--- config.mk ---
export PLATFORM = sky130hd
export DESIGN_NAME = longest_previous_factor_stack
export DESIGN_NICKNAME = d
export VERILOG_FILES = /design/src/hw/rtl/lpfs_pkg.sv /design/src/hw/rtl/lpfs_ram.sv /design/src/hw/rtl/lpfs_queue.sv /design/src/hw/rtl/lpfs_front.sv /design/src/hw/rtl/lpfs_back.sv /design/src/hw/rtl/longest_previous_factor_stack.sv
export SDC_FILE = /design/constraint.sdc
export NUM_CORES = 1
export LEC_CHECK = 0
export CAP_MARGIN = 20
export CELL_PAD_IN_SITES_DETAIL_PLACEMENT = 0
export CELL_PAD_IN_SITES_GLOBAL_PLACEMENT = 2
export CORE_ASPECT_RATIO = 1.4
export CORE_MARGIN = 2
export CORE_UTILIZATION = 50
export CTS_BUF_LIST = sky130_fd_sc_hd__clkbuf_8
export CTS_CLUSTER_DIAMETER = 50
export CTS_CLUSTER_SIZE = 28
export DETAILED_ROUTE_END_ITERATION = 8
export DONT_BUFFER_PORTS = 1
export GPL_ROUTABILITY_DRIVEN = 0
export PLACE_DENSITY_LB_ADDON = 0.12
export SLEW_MARGIN = 20
export SYNTH_ARGS = -nofsm -noshare
export SYNTH_HDL_FRONTEND = slang
export SYNTH_SLANG_ARGS = --single-unit
--- constraint.sdc ---
create_clock -name clock -period 7.15 [get_ports clock]
set_clock_uncertainty 0.05 [all_clocks]
set_input_delay 1.0725 -clock clock [delete_from_list [all_inputs] [get_ports clock]]
set_output_delay 1.0725 -clock clock [all_outputs]
set_load 0.02 [all_outputs]
--- src/hw/rtl/lpfs_pkg.sv ---
// Package for the longest previous factor stack: beat types and fixed constants.
// Used by the front end, the stack engine and the top level; depends on nothing.
package lpfs_pkg;

   // Field widths fixed by the item formats.
   localparam int POS_W = 6;
   localparam int LEN_W = 6;

   // At most this many results leave the block for one input item.
   localparam int RESULT_CAP = 64;
   localparam int RES_CNT_W  = $clog2(RESULT_CAP + 1);

   // One input beat.
   typedef struct packed {
      logic [POS_W-1:0] suffix_pos;
      logic [LEN_W-1:0] common_prefix;
      logic             last_entry;
   } req_type;

   // One result beat.
   typedef struct packed {
      logic [POS_W-1:0] text_pos;
      logic [LEN_W-1:0] factor_length;
      logic [POS_W-1:0] prev_pos;
      logic             has_prev;
      logic             stack_overflowed;
      logic             last_result;
   } rsp_type;

   // Classified item handed from the front to the stack engine.
   typedef struct packed {
      req_type item;
      logic    first;
   } cmd_type;

   // One stack entry: carried common length and text position.
   typedef struct packed {
      logic [LEN_W-1:0] len;
      logic [POS_W-1:0] pos;
   } pair_type;

endpackage

--- src/hw/rtl/lpfs_ram.sv ---
// Generic single-clock RAM with one write port and one registered read port.
// Self-contained; no package needed.
module lpfs_ram #(
   parameter int WIDTH = 8,
   parameter int DEPTH = 64
) (
   input  logic                     clock,
   input  logic                     wr_en,
   input  logic [$clog2(DEPTH)-1:0] wr_addr,
   input  logic [WIDTH-1:0]         wr_data,
   input  logic [$clog2(DEPTH)-1:0] rd_addr,
   output logic [WIDTH-1:0]         rd_data
);

   logic [WIDTH-1:0] mem_ff [DEPTH];
   logic [WIDTH-1:0] rd_data_ff;

   // Write and registered read; contents are undefined until written.
   always_ff @(posedge clock) begin
      if (wr_en) begin
         mem_ff[wr_addr] <= wr_data;
      end
      rd_data_ff <= mem_ff[rd_addr];
   end

   assign rd_data = rd_data_ff;

endmodule

--- src/hw/rtl/lpfs_queue.sv ---
// Small first-in first-out queue built from registers, with push/full and pop/empty.
// Self-contained; used for the command queue and the result queue.
module lpfs_queue #(
   parameter int WIDTH = 8,
   parameter int DEPTH = 2
) (
   input  logic             clock,
   input  logic             reset,
   input  logic             push,
   input  logic [WIDTH-1:0] push_data,
   output logic             full,
   input  logic             pop,
   output logic [WIDTH-1:0] pop_data,
   output logic             empty
);

   localparam int PW = (DEPTH > 1) ? $clog2(DEPTH) : 1;
   localparam int FW = $clog2(DEPTH + 1);

   logic [WIDTH-1:0] entries_ff [DEPTH];
   logic [PW-1:0]    wr_ptr_ff, wr_ptr_in;
   logic [PW-1:0]    rd_ptr_ff, rd_ptr_in;
   logic [FW-1:0]    fill_ff, fill_in;
   logic             do_push, do_pop;

   assign full     = (fill_ff == FW'(DEPTH));
   assign empty    = (fill_ff == '0);
   assign do_push  = push && !full;
   assign do_pop   = pop && !empty;
   assign pop_data = entries_ff[rd_ptr_ff];

   // Pointer advance with wrap at the queue depth, and fill tracking.
   always_comb begin
      wr_ptr_in = wr_ptr_ff;
      rd_ptr_in = rd_ptr_ff;
      fill_in   = fill_ff;
      if (do_push) begin
         wr_ptr_in = (wr_ptr_ff == PW'(DEPTH - 1)) ? '0 : wr_ptr_ff + PW'(1);
      end
      if (do_pop) begin
         rd_ptr_in = (rd_ptr_ff == PW'(DEPTH - 1)) ? '0 : rd_ptr_ff + PW'(1);
      end
      if (do_push && !do_pop) begin
         fill_in = fill_ff + FW'(1);
      end else if (do_pop && !do_push) begin
         fill_in = fill_ff - FW'(1);
      end
   end

   always_ff @(posedge clock) begin
      if (reset) begin
         wr_ptr_ff <= '0;
         rd_ptr_ff <= '0;
         fill_ff   <= '0;
      end else begin
         wr_ptr_ff <= wr_ptr_in;
         rd_ptr_ff <= rd_ptr_in;
         fill_ff   <= fill_in;
      end
   end

   // Payload storage needs no reset.
   always_ff @(posedge clock) begin
      if (do_push) begin
         entries_ff[wr_ptr_ff] <= push_data;
      end
   end

endmodule

--- src/hw/rtl/lpfs_front.sv ---
// Front end: accepts input beats, marks the first entry of each sequence, queues commands.
// Depends on lpfs_pkg and lpfs_queue.
module lpfs_front (
   input  logic              clock,
   input  logic              reset,
   input  logic              req_push,
   output logic              req_full,
   input  lpfs_pkg::req_type req_data,
   output logic              cmd_empty,
   input  logic              cmd_pop,
   output lpfs_pkg::cmd_type cmd_data
);

   import lpfs_pkg::*;

   logic                   seq_open_ff, seq_open_in;
   logic                   accept;
   cmd_type                cmd_new;
   logic [$bits(cmd_type)-1:0] cmd_vec;

   assign accept = req_push && !req_full;

   // A sequence opens with any entry and closes with the entry marked last.
   always_comb begin
      seq_open_in = seq_open_ff;
      if (accept) begin
         seq_open_in = !req_data.last_entry;
      end
   end

   always_ff @(posedge clock) begin
      if (reset) begin
         seq_open_ff <= 1'b0;
      end else begin
         seq_open_ff <= seq_open_in;
      end
   end

   // The entry that opens a sequence ignores its common prefix.
   always_comb begin
      cmd_new.item  = req_data;
      cmd_new.first = !seq_open_ff;
   end

   lpfs_queue #(
      .WIDTH ($bits(cmd_type)),
      .DEPTH (2)
   ) u_cmd_queue (
      .clock     (clock),
      .reset     (reset),
      .push      (req_push),
      .push_data (cmd_new),
      .full      (req_full),
      .pop       (cmd_pop),
      .pop_data  (cmd_vec),
      .empty     (cmd_empty)
   );

   assign cmd_data = cmd_type'(cmd_vec);

endmodule

--- src/hw/rtl/lpfs_back.sv ---
// Back end: the stack engine that pushes entries, pops larger-position entries and emits results.
// Depends on lpfs_pkg and lpfs_ram.
module lpfs_back #(
   parameter int MAX_LENGTH = 64
) (
   input  logic              clock,
   input  logic              reset,
   input  logic              cmd_empty,
   output logic              cmd_pop,
   input  lpfs_pkg::cmd_type cmd_data,
   input  logic              res_full,
   output logic              res_push,
   output lpfs_pkg::rsp_type res_data
);

   import lpfs_pkg::*;

   localparam int AW = $clog2(MAX_LENGTH);
   localparam int CW = $clog2(MAX_LENGTH + 1);

   typedef enum logic [1:0] {
      ST_RUN   = 2'b01,
      ST_FLUSH = 2'b10
   } state_type;

   state_type              state_ff, state_in;
   logic [CW-1:0]          count_ff, count_in;
   pair_type               top_ff, top_in;
   logic [LEN_W-1:0]       u_ff, u_in;
   logic                   mid_ff, mid_in;
   logic [RES_CNT_W-1:0]   n_ff, n_in;
   logic                   ovf_ff, ovf_in;

   pair_type               below;
   pair_type               push_pair;
   logic [$bits(pair_type)-1:0] ram_rd;
   logic                   ram_we;
   logic [CW-1:0]          rd_count;
   logic [AW-1:0]          rd_addr;

   logic [LEN_W-1:0]       u_eff, lpf, u_min;
   logic [POS_W-1:0]       new_pos;
   logic [CW-1:0]          count_dec;
   logic                   stack_nz, below_ok, emit_ok, last_step;
   logic                   want_pop, pop_fire, push_fire;

   // The RAM always reads the entry just under the top of the next stack.
   lpfs_ram #(
      .WIDTH ($bits(pair_type)),
      .DEPTH (MAX_LENGTH)
   ) u_stack_ram (
      .clock   (clock),
      .wr_en   (ram_we),
      .wr_addr (count_ff[AW-1:0]),
      .wr_data (push_pair),
      .rd_addr (rd_addr),
      .rd_data (ram_rd)
   );

   assign below    = pair_type'(ram_rd);
   assign rd_count = count_in - CW'(2);
   assign rd_addr  = rd_count[AW-1:0];

   // Operand selection: a new item starts with its own common prefix.
   assign u_eff     = (state_ff == ST_RUN && !mid_ff) ? cmd_data.item.common_prefix : u_ff;
   assign new_pos   = (state_ff == ST_FLUSH) ? '0 : cmd_data.item.suffix_pos;
   assign stack_nz  = (count_ff != '0);
   assign count_dec = count_ff - CW'(1);
   assign below_ok  = (count_dec != '0);
   assign emit_ok   = (n_ff < RES_CNT_W'(RESULT_CAP));
   assign last_step = (state_ff == ST_FLUSH) || cmd_data.item.last_entry;
   assign lpf       = (top_ff.len > u_eff) ? top_ff.len : u_eff;
   assign u_min     = (top_ff.len < u_eff) ? top_ff.len : u_eff;

   // Decide between popping the top and pushing the current entry.
   always_comb begin
      want_pop  = 1'b0;
      push_fire = 1'b0;
      case (state_ff)
         ST_RUN: begin
            if (!cmd_empty) begin
               want_pop  = !cmd_data.first && stack_nz &&
                           (cmd_data.item.suffix_pos < top_ff.pos);
               push_fire = !want_pop;
            end
         end
         ST_FLUSH: begin
            want_pop = stack_nz;
         end
         default: begin
            want_pop  = 1'b0;
            push_fire = 1'b0;
         end
      endcase
   end

   // A pop that produces a beat waits for room; a discarded one does not.
   assign pop_fire = want_pop && (!emit_ok || !res_full);
   assign res_push = pop_fire && emit_ok;
   assign cmd_pop  = push_fire;

   always_comb begin
      push_pair.len = cmd_data.first ? '0 : u_eff;
      push_pair.pos = cmd_data.item.suffix_pos;
   end

   // Result of popping the top pair.
   always_comb begin
      res_data.text_pos         = top_ff.pos;
      res_data.factor_length    = lpf;
      res_data.prev_pos         = '0;
      res_data.has_prev         = 1'b0;
      res_data.stack_overflowed = ovf_ff;
      res_data.last_result      = last_step &&
                                  ((n_ff == RES_CNT_W'(RESULT_CAP - 1)) ||
                                   (state_ff == ST_FLUSH && !below_ok));
      if (lpf != '0) begin
         if (top_ff.len > u_min) begin
            if (below_ok) begin
               res_data.prev_pos = below.pos;
               res_data.has_prev = 1'b1;
            end
         end else begin
            res_data.prev_pos = new_pos;
            res_data.has_prev = 1'b1;
         end
      end
   end

   // Stack and sequence state update.
   always_comb begin
      state_in = state_ff;
      count_in = count_ff;
      top_in   = top_ff;
      u_in     = u_ff;
      mid_in   = mid_ff;
      n_in     = n_ff;
      ovf_in   = ovf_ff;
      ram_we   = 1'b0;
      if (pop_fire) begin
         count_in = count_dec;
         top_in   = below;
         u_in     = u_min;
         if (emit_ok) begin
            n_in = n_ff + RES_CNT_W'(1);
         end else begin
            ovf_in = 1'b1;
         end
         if (state_ff == ST_RUN) begin
            mid_in = 1'b1;
         end else if (!below_ok) begin
            state_in = ST_RUN;
            n_in     = '0;
         end
      end else if (push_fire) begin
         mid_in = 1'b0;
         if (count_ff == CW'(MAX_LENGTH)) begin
            ovf_in = 1'b1;
         end else begin
            ram_we   = 1'b1;
            top_in   = push_pair;
            count_in = count_ff + CW'(1);
         end
         if (cmd_data.item.last_entry) begin
            state_in = ST_FLUSH;
            u_in     = '0;
         end else begin
            n_in = '0;
         end
      end else if (state_ff == ST_FLUSH && !stack_nz) begin
         state_in = ST_RUN;
         n_in     = '0;
      end
   end

   always_ff @(posedge clock) begin
      if (reset) begin
         state_ff <= ST_RUN;
         count_ff <= '0;
         mid_ff   <= 1'b0;
         n_ff     <= '0;
         ovf_ff   <= 1'b0;
      end else begin
         state_ff <= state_in;
         count_ff <= count_in;
         mid_ff   <= mid_in;
         n_ff     <= n_in;
         ovf_ff   <= ovf_in;
      end
   end

   // Cached top pair and carried length need no reset.
   always_ff @(posedge clock) begin
      top_ff <= top_in;
      u_ff   <= u_in;
   end

`ifndef NO_ASSERTIONS
   // The stack never holds more pairs than the RAM has rows.
   a_count_bound: assert property (@(posedge clock) disable iff (reset)
      count_ff <= CW'(MAX_LENGTH))
      else $error("stack count above depth");

   // A result beat is only offered when the result queue has room.
   a_res_room: assert property (@(posedge clock) disable iff (reset)
      res_push |-> !res_full)
      else $error("result beat pushed into full queue");

   // During the flush no command is consumed.
   a_flush_no_cmd: assert property (@(posedge clock) disable iff (reset)
      (state_ff == ST_FLUSH) |-> !cmd_pop)
      else $error("command consumed during flush");

   // Each pop removes exactly one pair.
   a_pop_dec: assert property (@(posedge clock) disable iff (reset)
      (pop_fire && !reset) |=> (count_ff == $past(count_ff) - CW'(1)))
      else $error("pop did not remove one pair");

   // The per-item result count never passes the cap.
   a_res_cap: assert property (@(posedge clock) disable iff (reset)
      n_ff <= RES_CNT_W'(RESULT_CAP))
      else $error("result count above cap");
`endif

endmodule

--- src/hw/rtl/longest_previous_factor_stack.sv ---
// Top level of the longest previous factor stack: front end, stack engine, result queue.
// Depends on lpfs_pkg, lpfs_front, lpfs_back and lpfs_queue.
//
// Suffix-array entries enter in rank order, each with its common prefix length, and the
// block returns one result beat per stack pop, up to RESULT_CAP per item: the text
// position, its longest previous factor length and the earlier occurrence, if any. An entry
// marked last also empties the stack, and the final beat of that flush carries last_result.
// The stack engine does one stack operation per cycle, unless it waits for a command or for
// room in the result queue, through a single RAM write port and one read port: an item
// takes one push plus one pop for each pair it removes. A two-beat command queue and a
// two-beat result queue let input and output stall independently. If a push finds the
// stack full, the entry is dropped and the sticky stack_overflowed flag is set until reset.
module longest_previous_factor_stack #(
   parameter int MAX_LENGTH = 64
) (
   input  logic              clock,
   input  logic              reset,
   input  logic              req_push,
   output logic              req_full,
   input  lpfs_pkg::req_type req_data,
   output logic              rsp_empty,
   input  logic              rsp_pop,
   output lpfs_pkg::rsp_type rsp_data
);

   import lpfs_pkg::*;

   logic                       cmd_empty, cmd_pop;
   cmd_type                    cmd_data;
   logic                       res_full, res_push;
   rsp_type                    res_data;
   logic [$bits(rsp_type)-1:0] rsp_vec;

   // Accept and classify input beats.
   lpfs_front u_front (
      .clock     (clock),
      .reset     (reset),
      .req_push  (req_push),
      .req_full  (req_full),
      .req_data  (req_data),
      .cmd_empty (cmd_empty),
      .cmd_pop   (cmd_pop),
      .cmd_data  (cmd_data)
   );

   // Stack engine.
   lpfs_back #(
      .MAX_LENGTH (MAX_LENGTH)
   ) u_back (
      .clock     (clock),
      .reset     (reset),
      .cmd_empty (cmd_empty),
      .cmd_pop   (cmd_pop),
      .cmd_data  (cmd_data),
      .res_full  (res_full),
      .res_push  (res_push),
      .res_data  (res_data)
   );

   // Result queue toward the consumer.
   lpfs_queue #(
      .WIDTH ($bits(rsp_type)),
      .DEPTH (2)
   ) u_rsp_queue (
      .clock     (clock),
      .reset     (reset),
      .push      (res_push),
      .push_data (res_data),
      .full      (res_full),
      .pop       (rsp_pop),
      .pop_data  (rsp_vec),
      .empty     (rsp_empty)
   );

   assign rsp_data = rsp_type'(rsp_vec);

endmodule
## Word-level counts from Yosys, hierarchy flattened

Memory sizes are Yosys's and may differ from the RTL's. A register that Yosys moved wholly into a read port is not among the register bits.
Index checks and enable logic that the tools add are counted.

- Reductions and logical operators: 52
- Mux-type cells: 62
- $add $sub $neg: 12
- Equality and inequality tests: 13
- $lt $le $gt $ge: 5

Operators with widths:

| kind | count |
|---|---|
| two-way mux 7 bit | 13 |
| two-way mux 6 bit | 8 |
| two-way mux 12 bit | 3 |
| two-way mux 1 bit | 27 |
| two-way mux 2 bit | 10 |
| logical AND 1 bit | 16 |
| logical NOT 1 bit | 16 |
| adder 7 x 1 -> 7 bit, second input constant | 2 |
| nonzero test 7 bit | 2 |
| greater-than comparator 6 bit | 2 |
| less-than comparator 6 bit | 2 |
| nonzero test 2 bit | 5 |
| != test 2 bit, second input constant | 4 |
| AND reduction 2 bit | 4 |
| == test 7 x 6 -> 1 bit, second input constant | 1 |
| == test 7 bit, second input constant | 1 |
| less-than comparator 7 bit, second input constant | 1 |
| subtractor 7 x 1 -> 7 bit, second input constant | 1 |
| == test 2 bit, second input constant | 3 |
| nonzero test 6 bit | 1 |
| subtractor 6 x 2 -> 6 bit, second input constant | 1 |
| adder 1 bit, second input constant | 4 |
| adder 2 x 1 -> 2 bit, second input constant | 2 |
| logical NOT 2 bit | 2 |
| other kinds (10) | 13 |

- Bits in writable memories: 838
- Register bits after elaboration: 45
- Memories: 3
- Bits of input ports: 17
- Logic and storage cells: 162

Memories:

| name | words | width | read ports | clocked after memory_dff | write ports | line | text |
|---|---|---|---|---|---|---|---|
| u_back.u_stack_ram.mem_ff | 64 | 12 | 1 | 1 | 1 | lpfs_ram.sv:15 | `logic [WIDTH-1:0] mem_ff [DEPTH];` |
| u_rsp_queue.entries_ff | 2 | 21 | 1 | 1 | 1 | lpfs_queue.sv:20 | `logic [WIDTH-1:0] entries_ff [DEPTH];` |
| u_front.u_cmd_queue.entries_ff | 2 | 14 | 1 | 1 | 1 | lpfs_queue.sv:20 |  |

## Longest topological paths before layout

- Depth after elaboration: 12
- Depth in mapped cells: 24
- Gate-level depth less buffers: 22

## By module

A second synthesis with hierarchy kept.

- Cell total of the unflattened synthesis: 1837
- Area, all modules: 35746.8 µm²

Modules (own cells, without submodules):

| module | seq. area each (µm²) | area an instance (µm²) | instances | cells each |
|---|---|---|---|---|
| lpfs_ram | 23302.3 | 29851.1 | 1 | 1339 |
| lpfs_back | 900.9 | 2897.8 | 1 | 335 |
| lpfs_queue (u_rsp_queue) | 1361.3 | 1725.4 | 1 | 90 |
| lpfs_queue (u_front.u_cmd_queue) | 940.9 | 1221.2 | 1 | 68 |
| lpfs_front | 20.0 | 51.3 | 1 | 5 |

## Least setup slack after synthesis

No wires, ideal clock.

- Path type: register to register
- Start point: register with a tool-made name
- End point: register u_back.u_stack_ram.rd_data_ff[2], in the netlist u_back.u_stack_ram.rd_data[2] (read register of u_back.u_stack_ram.mem_ff)
- Stages on the path, launching flop included: 25
- Buffers on the path: 7
- Clock period less this slack: 6.011 ns
- Slack: 1.139 ns
- Data arrival time: 5.827 ns
- Cells stage by stage: dfxtp_1 buf_6 clkbuf_1 mux2i_1 inv_1 ha_1 a21oi_1 o2111a_2 a31oi_4 inv_4 o22ai_1 a221o_1 buf_6 inv_2 buf_4 buf_1 ha_1 xnor2_1 xnor2_2 buf_6 and2_1 buf_2 a32oi_1 a21oi_1 or4_1

RTL lines:

| what | line | text |
|---|---|---|
| end, declared | lpfs_ram.sv:16 | `logic [WIDTH-1:0] rd_data_ff;` |

==> impl_metrics.yaml <==
die:
  fp-row-count: 117
  io_pins: 40
  start_util: 0.504
  core_um2: 72600
  dieArea_um2: 75300
  die_x_um: 233
  die_h_um: 324
grt:
  grt_pass1_wl_mm: 136
  grt.total_usage: 0.253
  grt_overflow_total: 0
  grt_max_degree: 117
  grt_pass1_vias: 19300
  antenna_found_initial: 8
timing:
  setup_tns_ps: 0
  slew_viol_final: 0
  fmax_mhz: 161
  rsz0062_at_grt: "no"
  finalCriticalPeriod_ps: 6210
  period_share: 0.868
  setup_viol: 0
  hold_viol: 0
  max_slew_margin: 0.200
  worst_pin_slew_ps: 1200
setup_path:
  worst_setup_path_start_kind: "flip-flop"
  r2r_setup_slack_ps: 940
  rr_worst_depth: 18
  crit_path_end_kind: "flip-flop"
  required_ps: 7760
  crit_arrival_ps: 6810
  crit_type: "flip-flop to flip-flop"
  cp_max_fo: 18
synth:
  synth_compound_area_frac: 0.0467
  synth_commonest_cells: "856 x edfxtp_1, 440 x mux2i_1, 135 x nor2_1"
  synth_area_um2: 36600
  synth_top_family_by_area: "multiplexers"
  yosys.area_share.xor_xnor: 0.00616
  yosysTopAreaCell: "edfxtp_1"
  synth_cell_types: 77
  netlist.area_leader.share: 0.703
  yosys_warnings: 0
  yosysMostFrequentCell: "edfxtp_1"
  avgSynthCellArea_um2: 16.4
  yosys.area_share.simple: 0.0485
  syn_nets: 2270
  syn_inst: 2227
  synthFlopType: "edfxtp_1"
  synth_seq_cells: 897
  synthMuxAreaShare: 0.146
  synthAdderAreaFrac: 0.00890
  seq_area_frac_synth: 0.725
  async_reset_ff_frac: 0
  synth.area.top_cells: "edfxtp_1 70%, mux2i_1 12%, dfxtp_1 2.2%"
  synth_edf_count: 856
clock_network:
  cts_max_path_buffers: 3
  cts_buffers: 75
  cts_tree: "yes"
  cts-resized-gates: 0
  clkTransAtPathRegs_ps: 110
  post-cts-setup-buffer-count: 0
  h-tree-depth: 3
  clock_sinks: 897
  hold_buffers: 0
  root_buffer: "clkbuf_8"
  insertion_delay_ps: 750
placement:
  portBuffers: 0
  dp_hpwl_mm: 60.4
run:
  cap_violations: 0
drt:
  num_vias: 19300
  first_pass_iters: 5
  drcViolationCount: 0
  ant_nets: 0
  wl_mm: 94.5
  avgViaCountPerCell: 5.91
  drt-initial-drc-count: 1773
  detail_route.wl_per_cell_um: 29.0
final_layout:
  layout.nets: 2287
  area_delta_synth_final_pct: 8.52
  num-fill-cells: 5898
  drive_above_1_share: 0.141
worst_hold_path:
  hold_depth: 1
  hp-class: "input pin to flip-flop"
outcome:
  status: "finished, final reports clean"
==> critical path, cell delays in order (launching register included) <==
cell      delay (ps)
dfxtp_1          320
buf_4            270
mux2i_1          360
inv_2             70
ha_1             330
a21oi_1          190
o2111a_2         290
a31oi_4          150
inv_4            160
nor2_1           120
a221oi_1         510
nor2_1           120
ha_1             230
xnor2_1          210
xnor2_4          740
and2_1           900
a32oi_1          380
a31oi_1          530
or4_1            180
==> final cells by class <==
type / count / area, um^2 / share of cell area
clock buffer: 77 / 1060 / 0.0267
inverter: 36 / 138 / 0.00347
antenna: 2 / 5.00 / 0.000126
timing repair buffer: 49 / 438 / 0.0110
multi-input combinational: 1185 / 9560 / 0.241
tap: 952 / 1190 / 0.0300
sequential: 897 / 26500 / 0.668
clock inverter: 59 / 772 / 0.0195
==> cells in the final DEF, fill, tap and decap left out, types with 26 or more instances in the layout <==
master,netlist,layout
nor2_1,135,80
nand3_1,54,53
nor2_2,2,52
a21oi_1,46,46
clkbuf_8,0,77
inv_1,33,30
a22oi_1,57,57
a211oi_1,26,26
nand2_1,130,130
mux2i_1,440,440
dfxtp_1,41,41
mux2_2,38,38
edfxtp_1,856,856
buf_4,12,44
ha_1,26,26
==> per-layer routing <==
layer	up-vias	global-route usage	routed length [um]
met5	-	0	26
met2	528	0.460	50400
li1	8686	-	-
met3	142	0.0324	4410
met1	9891	0.312	36900
met4	4	0.0839	2810
==> through the flow <==
stage	cell area [um^2]	util	std cells	setup slack (ps)	hold WS, ps
after floorplan	36600	-	2227	1140	376
after global placement	37700	0.519	3118	1120	390
after detailed placement	37800	0.520	3118	1050	395
after CTS	39600	0.546	3254	968	294
after global routing	39700	0.547	3257	613	328
final	39700	0.547	3257	942	352
==> cells by family (layout without fill, tap and decap cells) <==
logic type	count (synthesis)	in the layout
other	0	2
xor gates and xnor gates	24	24
buffers and inverters	145	221
muxes	500	500
AOI/OAI and AO/OA	240	240
and+or+nand+nor	395	395
adders and majority gates	26	26
DFF	897	897
==> flip-flops by register name, summed over array words and instances, names as in the netlist, named ones only <==
name and count:
u_back.u_stack_ram.mem_ff 768, u_rsp_queue.entries_ff 42, u_front.u_cmd_queue.entries_ff 28, u_back.u_stack_ram.rd_data 12
u_back.count_ff 7, u_back.n_ff 7, u_back.res_data 6, u_back.top_ff 6
u_back.u_ff 6, u_back.state_ff 2, u_front.u_cmd_queue.fill_ff 2, u_rsp_queue.fill_ff 2
u_back.mid_ff 1, u_back.ovf_ff 1, u_front.seq_open_ff 1, u_front.u_cmd_queue.rd_ptr_ff 1
u_front.u_cmd_queue.wr_ptr_ff 1, u_rsp_queue.rd_ptr_ff 1, u_rsp_queue.wr_ptr_ff 1
==> path summary, 6_finish.rpt <==
check,start,to
worst max-delay path,flip-flop,u_back.u_stack_ram.rd_data[6]
worst min-delay path,reset,u_back.count_ff[0]
worst max register to register,flip-flop,u_back.u_stack_ram.rd_data[6]
worst min register to register,u_back.ovf_ff,u_rsp_queue.entries_ff[0][1]
Power is left out: the tool's default activity adds up to more than one toggle a clock period on the data nets, which glitch-free logic cannot reach.
